<file path="src/rtl/swst_pkg.sv">
// Package: types and constants for the sorted weekly schedule table.
package swst_pkg;

    localparam int DEFAULT_DEPTH = 64;
    localparam int ENTRY_W = 17;
    localparam int KEY_W = 14;

    localparam logic [2:0] OP_INSERT = 3'd0;
    localparam logic [2:0] OP_REMOVE = 3'd1;
    localparam logic [2:0] OP_CLEAR  = 3'd2;
    localparam logic [2:0] OP_FIND   = 3'd3;
    localparam logic [2:0] OP_READ   = 3'd4;

    localparam logic [1:0] ST_OK    = 2'd0;
    localparam logic [1:0] ST_FULL  = 2'd1;
    localparam logic [1:0] ST_RANGE = 2'd2;

    typedef struct packed {
        logic [2:0] operation;
        logic [2:0] dispenser;
        logic [2:0] day;
        logic [4:0] hour;
        logic [5:0] minute;
        logic [5:0] index;
    } req_t;

    typedef struct packed {
        logic [1:0] status;
        logic [6:0] entry_count;
        logic [5:0] next_index;
        logic [2:0] read_dispenser;
        logic [2:0] read_day;
        logic [4:0] read_hour;
        logic [5:0] read_minute;
        logic [7:0] dispenser_mask;
    } rsp_t;

endpackage

</file>
<file path="src/rtl/swst_req_if.sv">
// Interface: request channel.
interface swst_req_if
    import swst_pkg::*;
();
    logic valid;
    logic ready;
    req_t data;
    modport source (output valid, output data, input ready);
    modport sink (input valid, input data, output ready);
endinterface

</file>
<file path="src/rtl/swst_rsp_if.sv">
// Interface: response channel.
interface swst_rsp_if
    import swst_pkg::*;
();
    logic valid;
    logic ready;
    rsp_t data;
    modport source (output valid, output data, input ready);
    modport sink (input valid, input data, output ready);
endinterface

</file>
<file path="src/rtl/sorted_weekly_schedule_table_unit.sv">
// Top level: sorted weekly schedule table with sequencer over one synchronous memory.
// Usage:
//   req channel takes one request (operation, dispenser, day, hour, minute, index).
//   rsp channel returns exactly one response per request, in order.
//   One request is handled at a time; req.ready is high only when the sequencer is
//   idle and the response register is empty.
//   Operation steps, n = entries held: clear, full insert and unused codes go
//   straight to the response; read does one memory read; find scans up to n entries;
//   insert scans for the slot, then shifts the tail up one entry at a time
//   (a read, then a write); remove reads each entry and writes each kept
//   entry to its compacted position. Each entry visit costs one memory read.
//   Throughput: the next request is taken the cycle after the response is delivered.
//   Reset empties the table (count, due position and mask cleared); memory
//   contents are not cleared and never read beyond the count.
//   A stalled response holds in its register; no new request is taken until it
//   is delivered.
module sorted_weekly_schedule_table_unit
    import swst_pkg::*;
#(
    parameter int TABLE_DEPTH = DEFAULT_DEPTH
) (
    input  logic clk,
    input  logic rst_n,
    swst_req_if.sink req,
    swst_rsp_if.source rsp
);
    localparam int AW = $clog2(TABLE_DEPTH);
    localparam int CW = $clog2(TABLE_DEPTH + 1);

    typedef enum logic [2:0] {S_IDLE, S_SCAN, S_SHIFT_RD, S_SHIFT_WR, S_REM, S_READ, S_DONE}
        state_t;

    logic [ENTRY_W-1:0] mem [TABLE_DEPTH];
    logic [ENTRY_W-1:0] rdata_reg;
    logic               we;
    logic [AW-1:0]      waddr, raddr;
    logic [ENTRY_W-1:0] wdata;
    logic               re;

    state_t        state_reg;
    req_t          cmd_reg;
    logic [CW-1:0] count_reg;
    logic [CW-1:0] ptr_reg;
    logic [CW-1:0] kept_reg;
    logic [CW-1:0] pos_reg;
    logic          pend_reg;
    logic [5:0]    due_reg;
    logic [7:0]    mask_reg;
    logic [1:0]    st_reg;
    logic [ENTRY_W-1:0] rd_entry_reg;
    logic          out_valid_reg;
    rsp_t          out_reg;

    logic [KEY_W-1:0] cur_key;
    logic [ENTRY_W-1:0] cur_entry;
    assign cur_key = {cmd_reg.day, cmd_reg.hour, cmd_reg.minute};
    assign cur_entry = {cmd_reg.dispenser, cur_key};

    always_ff @(posedge clk)
    begin
        if (we)
        begin
            mem[waddr] <= wdata;
        end
        if (re)
        begin
            rdata_reg <= mem[raddr];
        end
    end

    assign req.ready = (state_reg == S_IDLE) && !out_valid_reg;
    assign rsp.valid = out_valid_reg;
    assign rsp.data = out_reg;

    // memory access control
    always_comb
    begin
        we = 1'b0;
        re = 1'b0;
        waddr = '0;
        raddr = ptr_reg[AW-1:0];
        wdata = rdata_reg;
        case (state_reg)
            S_SCAN:
            begin
                re = (ptr_reg < count_reg);
            end
            S_SHIFT_RD:
            begin
                re = (ptr_reg > pos_reg);
                raddr = AW'(ptr_reg - 1'b1);
                if (ptr_reg == pos_reg)
                begin
                    we = 1'b1;
                    waddr = pos_reg[AW-1:0];
                    wdata = cur_entry;
                end
            end
            S_SHIFT_WR:
            begin
                we = 1'b1;
                waddr = ptr_reg[AW-1:0];
            end
            S_REM:
            begin
                re = (ptr_reg < count_reg);
                if (pend_reg && rdata_reg[ENTRY_W-1:KEY_W] != cmd_reg.dispenser)
                begin
                    we = 1'b1;
                    waddr = kept_reg[AW-1:0];
                end
            end
            S_READ:
            begin
                re = !pend_reg;
                raddr = AW'(cmd_reg.index);
            end
            default:
            begin
            end
        endcase
    end

    always_ff @(posedge clk or negedge rst_n)
    begin
        if (!rst_n)
        begin
            state_reg <= S_IDLE;
            count_reg <= '0;
            due_reg <= '0;
            mask_reg <= '0;
            out_valid_reg <= 1'b0;
            pend_reg <= 1'b0;
        end
        else
        begin
            if (rsp.valid && rsp.ready)
            begin
                out_valid_reg <= 1'b0;
            end
            case (state_reg)
                S_IDLE:
                begin
                    if (req.valid && req.ready)
                    begin
                        cmd_reg <= req.data;
                        ptr_reg <= '0;
                        kept_reg <= '0;
                        pend_reg <= 1'b0;
                        st_reg <= ST_OK;
                        rd_entry_reg <= '0;
                        state_reg <= S_DONE;
                        case (req.data.operation)
                            OP_INSERT:
                            begin
                                if (count_reg >= CW'(TABLE_DEPTH))
                                begin
                                    st_reg <= ST_FULL;
                                end
                                else
                                begin
                                    state_reg <= S_SCAN;
                                end
                            end
                            OP_REMOVE:
                            begin
                                mask_reg <= mask_reg & ~(8'h1 << req.data.dispenser);
                                state_reg <= S_REM;
                            end
                            OP_CLEAR:
                            begin
                                count_reg <= '0;
                                mask_reg <= '0;
                                due_reg <= '0;
                            end
                            OP_FIND:
                            begin
                                state_reg <= S_SCAN;
                            end
                            OP_READ:
                            begin
                                if (32'(req.data.index) < 32'(count_reg)
                                    && 32'(req.data.index) < TABLE_DEPTH)
                                begin
                                    state_reg <= S_READ;
                                end
                                else
                                begin
                                    st_reg <= ST_RANGE;
                                end
                            end
                            default:
                            begin
                            end
                        endcase
                    end
                end
                S_SCAN:
                begin
                    // pend_reg: rdata_reg holds entry ptr_reg-1
                    if (pend_reg && rdata_reg[KEY_W-1:0] >
                        (cmd_reg.operation == OP_FIND ? cur_key : cur_key))
                    begin
                        if (cmd_reg.operation == OP_FIND)
                        begin
                            due_reg <= 6'(ptr_reg - 1'b1);
                            state_reg <= S_DONE;
                        end
                        else
                        begin
                            pos_reg <= ptr_reg - 1'b1;
                            ptr_reg <= count_reg;
                            state_reg <= S_SHIFT_RD;
                        end
                        pend_reg <= 1'b0;
                    end
                    else if (ptr_reg >= count_reg)
                    begin
                        pend_reg <= 1'b0;
                        if (cmd_reg.operation == OP_FIND)
                        begin
                            due_reg <= '0;
                            state_reg <= S_DONE;
                        end
                        else
                        begin
                            pos_reg <= count_reg;
                            ptr_reg <= count_reg;
                            state_reg <= S_SHIFT_RD;
                        end
                    end
                    else
                    begin
                        pend_reg <= 1'b1;
                        ptr_reg <= ptr_reg + 1'b1;
                    end
                end
                S_SHIFT_RD:
                begin
                    if (ptr_reg == pos_reg)
                    begin
                        count_reg <= count_reg + 1'b1;
                        mask_reg <= mask_reg | (8'h1 << cmd_reg.dispenser);
                        state_reg <= S_DONE;
                    end
                    else
                    begin
                        state_reg <= S_SHIFT_WR;
                    end
                end
                S_SHIFT_WR:
                begin
                    ptr_reg <= ptr_reg - 1'b1;
                    state_reg <= S_SHIFT_RD;
                end
                S_REM:
                begin
                    if (pend_reg && rdata_reg[ENTRY_W-1:KEY_W] != cmd_reg.dispenser)
                    begin
                        kept_reg <= kept_reg + 1'b1;
                    end
                    if (ptr_reg >= count_reg)
                    begin
                        count_reg <= (pend_reg && rdata_reg[ENTRY_W-1:KEY_W]
                                      != cmd_reg.dispenser) ? kept_reg + 1'b1 : kept_reg;
                        pend_reg <= 1'b0;
                        state_reg <= S_DONE;
                    end
                    else
                    begin
                        pend_reg <= 1'b1;
                        ptr_reg <= ptr_reg + 1'b1;
                    end
                end
                S_READ:
                begin
                    if (pend_reg)
                    begin
                        rd_entry_reg <= rdata_reg;
                        pend_reg <= 1'b0;
                        state_reg <= S_DONE;
                    end
                    else
                    begin
                        pend_reg <= 1'b1;
                    end
                end
                S_DONE:
                begin
                    out_valid_reg <= 1'b1;
                    out_reg.status <= st_reg;
                    out_reg.entry_count <= 7'(count_reg);
                    out_reg.next_index <= due_reg;
                    out_reg.read_dispenser <= rd_entry_reg[16:14];
                    out_reg.read_day <= rd_entry_reg[13:11];
                    out_reg.read_hour <= rd_entry_reg[10:6];
                    out_reg.read_minute <= rd_entry_reg[5:0];
                    out_reg.dispenser_mask <= mask_reg;
                    state_reg <= S_IDLE;
                end
                default:
                begin
                    state_reg <= S_IDLE;
                end
            endcase
        end
    end

    assert property (@(posedge clk) disable iff (!rst_n) count_reg <= CW'(TABLE_DEPTH))
        else $error("count beyond depth");
    assert property (@(posedge clk) disable iff (!rst_n)
        (req.valid && req.ready) |=> !rsp.valid)
        else $error("response before request done");
    assert property (@(posedge clk) disable iff (!rst_n)
        rsp.valid |-> state_reg == S_IDLE)
        else $error("busy while response pending");
endmodule
</file>
<file path="src/flat_wrapper.sv">
// flat-port wrapper written by rule: the top's interface ports become plain ports
module sorted_weekly_schedule_table_unit_flat import swst_pkg::*;
#(
    parameter int TABLE_DEPTH = DEFAULT_DEPTH
)
  (clk, rst_n, req_valid, req_data, req_ready, rsp_valid, rsp_data, rsp_ready);
  swst_req_if req_i ();
  swst_rsp_if rsp_i ();
  input  logic clk;
  input  logic rst_n;
  input wire logic [$bits(req_i.valid)-1:0] req_valid;
  input wire logic [$bits(req_i.data)-1:0] req_data;
  output wire logic [$bits(req_i.ready)-1:0] req_ready;
  output wire logic [$bits(rsp_i.valid)-1:0] rsp_valid;
  output wire logic [$bits(rsp_i.data)-1:0] rsp_data;
  input wire logic [$bits(rsp_i.ready)-1:0] rsp_ready;
  assign req_i.valid = req_valid;
  assign req_i.data = req_data;
  assign req_ready = req_i.ready;
  assign rsp_valid = rsp_i.valid;
  assign rsp_data = rsp_i.data;
  assign rsp_i.ready = rsp_ready;
  sorted_weekly_schedule_table_unit #(.TABLE_DEPTH(TABLE_DEPTH)) u_core (.clk(clk), .rst_n(rst_n), .req(req_i), .rsp(rsp_i));
endmodule
</file>
<file path="config.mk">
export PLATFORM = sky130hd
export DESIGN_NAME = sorted_weekly_schedule_table_unit_flat
export DESIGN_NICKNAME = d
export VERILOG_FILES = /design/src/rtl/swst_pkg.sv /design/src/rtl/swst_req_if.sv /design/src/rtl/swst_rsp_if.sv /design/src/rtl/sorted_weekly_schedule_table_unit.sv /design/src/flat_wrapper.sv
export SDC_FILE = /design/constraint.sdc
export NUM_CORES = 2
export LEC_CHECK = 0
export BUFFER_PORTS_ARGS = -buffer_cell sky130_fd_sc_hd__buf_2
export CORE_AREA = 2 2 296 269
export CTS_BUF_LIST = sky130_fd_sc_hd__clkbuf_4
export DETAILED_ROUTE_END_ITERATION = 12
export DIE_AREA = 0 0 298 271
export PLACE_DENSITY = 0.81
export RECOVER_POWER = 100
export SYNTH_ARGS = -nofsm -noshare
export SYNTH_HDL_FRONTEND = slang
export SYNTH_SLANG_ARGS = --single-unit
</file>
<file path="constraint.sdc">
create_clock -name clk -period 5.2 [get_ports clk]
set_input_delay 0.26 -clock clk [delete_from_list [all_inputs] [get_ports clk]]
set_output_delay 0.26 -clock clk [all_outputs]
set_load 0.1 [all_outputs]
</file>
==> run summary <==
Vias -> 35300
Post-route clock period utilization -> 95.7%
TritonRoute pass-1 iters -> 9
Crit path from -> u_core.ptr_reg[0]$_DFFE_PP_
Worst Path Arrival -> 5910 ps
Seq/Total Area, Yosys -> 73.8%
Port bufs -> 71
Most Used Layer, Global Route -> met2
Violated checks -> max-capacitance violations, max-slew violations
Fraction of layout cells with a size suffix above 1 -> 14.3%
Die Wd -> 298 um
Area Overhead vs Synth -> 12.1%
Hold Path Class -> in2reg
FILL cells -> 4969
Initial cell density of the core -> 64.8%
Met2 Use GR -> 53.1%
Post-synth EDFFs -> 1211
Clk_lat worst skew -> 1200 ps
CP startpoint kind -> flip-flop
R2r endpoint -> u_core.mem[10][5]$_DFFE_PP_
Worst path slowest cell -> mux2_2
Peak supply drop -> 0.466 mV
Footprint of the multi-input gates -> 12000 sq um
Critical Path Max Stage Delay -> 1210 ps
Final setup viols -> 0
Worst Max-Slew Pin Slew -> 2030 ps
Post-Syn Area -> 50100 sq um
Dpl hpwl -> 87200 um
R2r setup slk -> 220 ps
Post-synth ARST share -> 2.10%
PnR Total Power -> 37.4 mW
Crit Path Class -> reg2reg
Required @ worst endpoint -> 6140 ps
Setup bufs post-CTS -> 0
Worst Reg-to-Reg Cells -> 8
Vias in the first global route -> 34300
CP Capture Type -> flip-flop
Most frequent cell after synthesis -> edfxtp_1
RSZ-0062 raised after global routing -> no
Max-slew violation count -> 214
Register area -> 37000 sq um
Die Span Y -> 271 um
CP Cell Sequence -> inv_1 -> ha_1 -> and4_1 -> nand4_1 -> nor2_2 -> clkbuf_1 -> mux2_2 -> clkbuf_2
Clk_skew -> 111 ps
Post-Syn Nets -> 3750
Max reg flops -> 1088
Status -> finished, violations left
Largest net degree at the start of global routing -> 86
Cells resized by post-CTS repair -> 0
FF-to-FF Start -> u_core.ptr_reg[0]$_DFFE_PP_
Post-Route Setup TNS -> 0 ps
Crit path capture -> u_core.mem[10][5]$_DFFE_PP_
Synth Instances -> 3681
Antenna-violating nets left -> 0
Num rows -> 97
Final nets -> 4149
Global Route Usage Sum -> 35.7%
Post-CTS Hold Buffers -> 57
Top cells by area, synth -> edfxtp_1 (73%), nand2_1 (5.6%), a31oi_1 (2.2%), nand3_1 (1.9%), a211oi_1 (1.9%)
GRT met1 Usage -> 47.3%
CP max FO -> 49
Clk root buf -> clkbuf_4
Vias per cell -> 6.64
Core outline area -> 77400 sq um
Grt ovf -> 0
Cts bufs inserted -> 312
Clock Tree Buf Depth -> 4
H-tree levels -> 5
CTS tree -> built
Max_slew headroom -> -35.4%
Mapped Avg Cell Area -> 13.6 sq um
Post-synth top area share -> 72.5%
Gpl congestion -> 1.01
# clock sinks -> 1237
Die ar. -> 80800 sq um
Reg clk slew, reported paths -> 60 ps
Routed wire length -> 144000 um
First-pass GRT wire length -> 213000 um
Max-cap check violation count -> 10
Initial DRC count -> 5904
Met3 Usage GRT -> 11.7%
PwrDens -> 665 nW/um^2
Cell taking the most area after synthesis -> edfxtp_1
Post-synthesis cell type count -> 78
Leak pwr -> 19.4 nW
Flops & latches, synth -> 1237
Initial antenna violation count -> 9
F_max -> 0.201 GHz
Wirelength per Cell -> 27.1 um
DRC errors left -> 0
Fin. Hold Viols -> 0
YS warnings -> 0
Synth Flop Type -> edfxtp_1
Tmin final -> 4980 ps
Ports -> 72
Post-synth top cells -> edfxtp_1 (1211), nand2_1 (747), nand3_1 (192)
layer usage:
layer	wire (um)	up-vias	part of all wire (%)
met3	22000	486	15
met4	7630	6	5.3
met2	64200	2954	45
li1	-	14900	-
met1	50300	16900	35
met5	86	-	0.060
worst min-delay path by stage:
stage,from,to,cells after the start
global placement,rst_n,u_core.due_reg[3]$_DFFE_PN0P_,2
finish,req_data[25],u_core.state_reg[1]$_DFFE_PN0P_,4
detailed placement,rst_n,u_core.due_reg[5]$_DFFE_PN0P_,2
global route,req_data[20],u_core.mask_reg[3]$_DFFE_PN0P_,5
floorplan,rst_n,u_core.count_reg[0]$_DFFE_PN0P_,0
CTS,req_data[25],u_core.state_reg[1]$_DFFE_PN0P_,4
logic make-up (layout without fill, tap and decap cells):
family	count (synthesis)	after routing	share of synthesized area, %
XOR/XNOR	19	19	0.347
other	0	6	0
AND/OR/NAND/NOR	1351	1351	12.1
buffers and inverters	283	871	2.40
adder cells (fa/ha/maj)	39	39	0.973
flip-flops	1237	1237	73.8
multiplexers	62	62	1.28
AO/OA/AOI/OAI	690	690	9.07
cells in the final DEF, fill, tap and decap left out, types with 17 or more instances in the layout:
master         Yosys  final
a211oi_1         125    125
a21oi_1          113    113
a22oi_1           28     28
a31oi_1          173    173
a32oi_1           28     28
and3_1           133    133
buf_4              2     68
clkbuf_1         151    154
clkbuf_4           0    444
clkinv_1           0     47
dfrtp_1           26     26
dlygate4sd3_1      0     57
edfxtp_1        1211   1211
ha_1              39     39
inv_1             49     49
mux2i_1           44     44
nand2_1          747    746
nand3_1          192    191
nor2_1           127    125
nor3_1            35     35
nor4_1            17     17
o21ai_0           64     63
o22ai_1           70     70
report_power, final:
| part | internal, mW | switching [mW] |
|---|---|---|
| clock | 4.06 | 3.76 |
| sequential | 13.0 | 0.401 |
| combinational | 4.30 | 11.9 |
area by class of cell:
cell class	instances	share of cell area [%]
sequential	1237	65.8
tap	1039	2.31
clock buffer	441	5.89
antenna	6	0.0267
inverter	49	0.327
multi-input combinational	2161	21.4
timing repair buffer	319	3.64
clock inverter	62	0.612
worst max-delay path: cells and delay by family, from the launching register on:
family	cells	cell delay, ps
buffers and inverters	3	1850
muxes	1	1210
and+or+nand+nor	3	680
DFF	1	640
adders and majority gates	1	320
stage by stage:
stage | instance area, sq um | instances | util, % | hold WS, ps | setup slack [ps]
final | 56200 | 5314 | 72.6 | 159 | 223
after global routing | 56200 | 5311 | 72.6 | 214 | 146
after CTS | 56700 | 5308 | 73.2 | 1.05 | 607
after detailed placement | 52500 | 4748 | 67.8 | 317 | 637
after global placement | 52500 | 4748 | 67.8 | 307 | 683
after floorplan | 50100 | 3681 | - | -35.6 | 422
(Power assumes the default switching activity.)
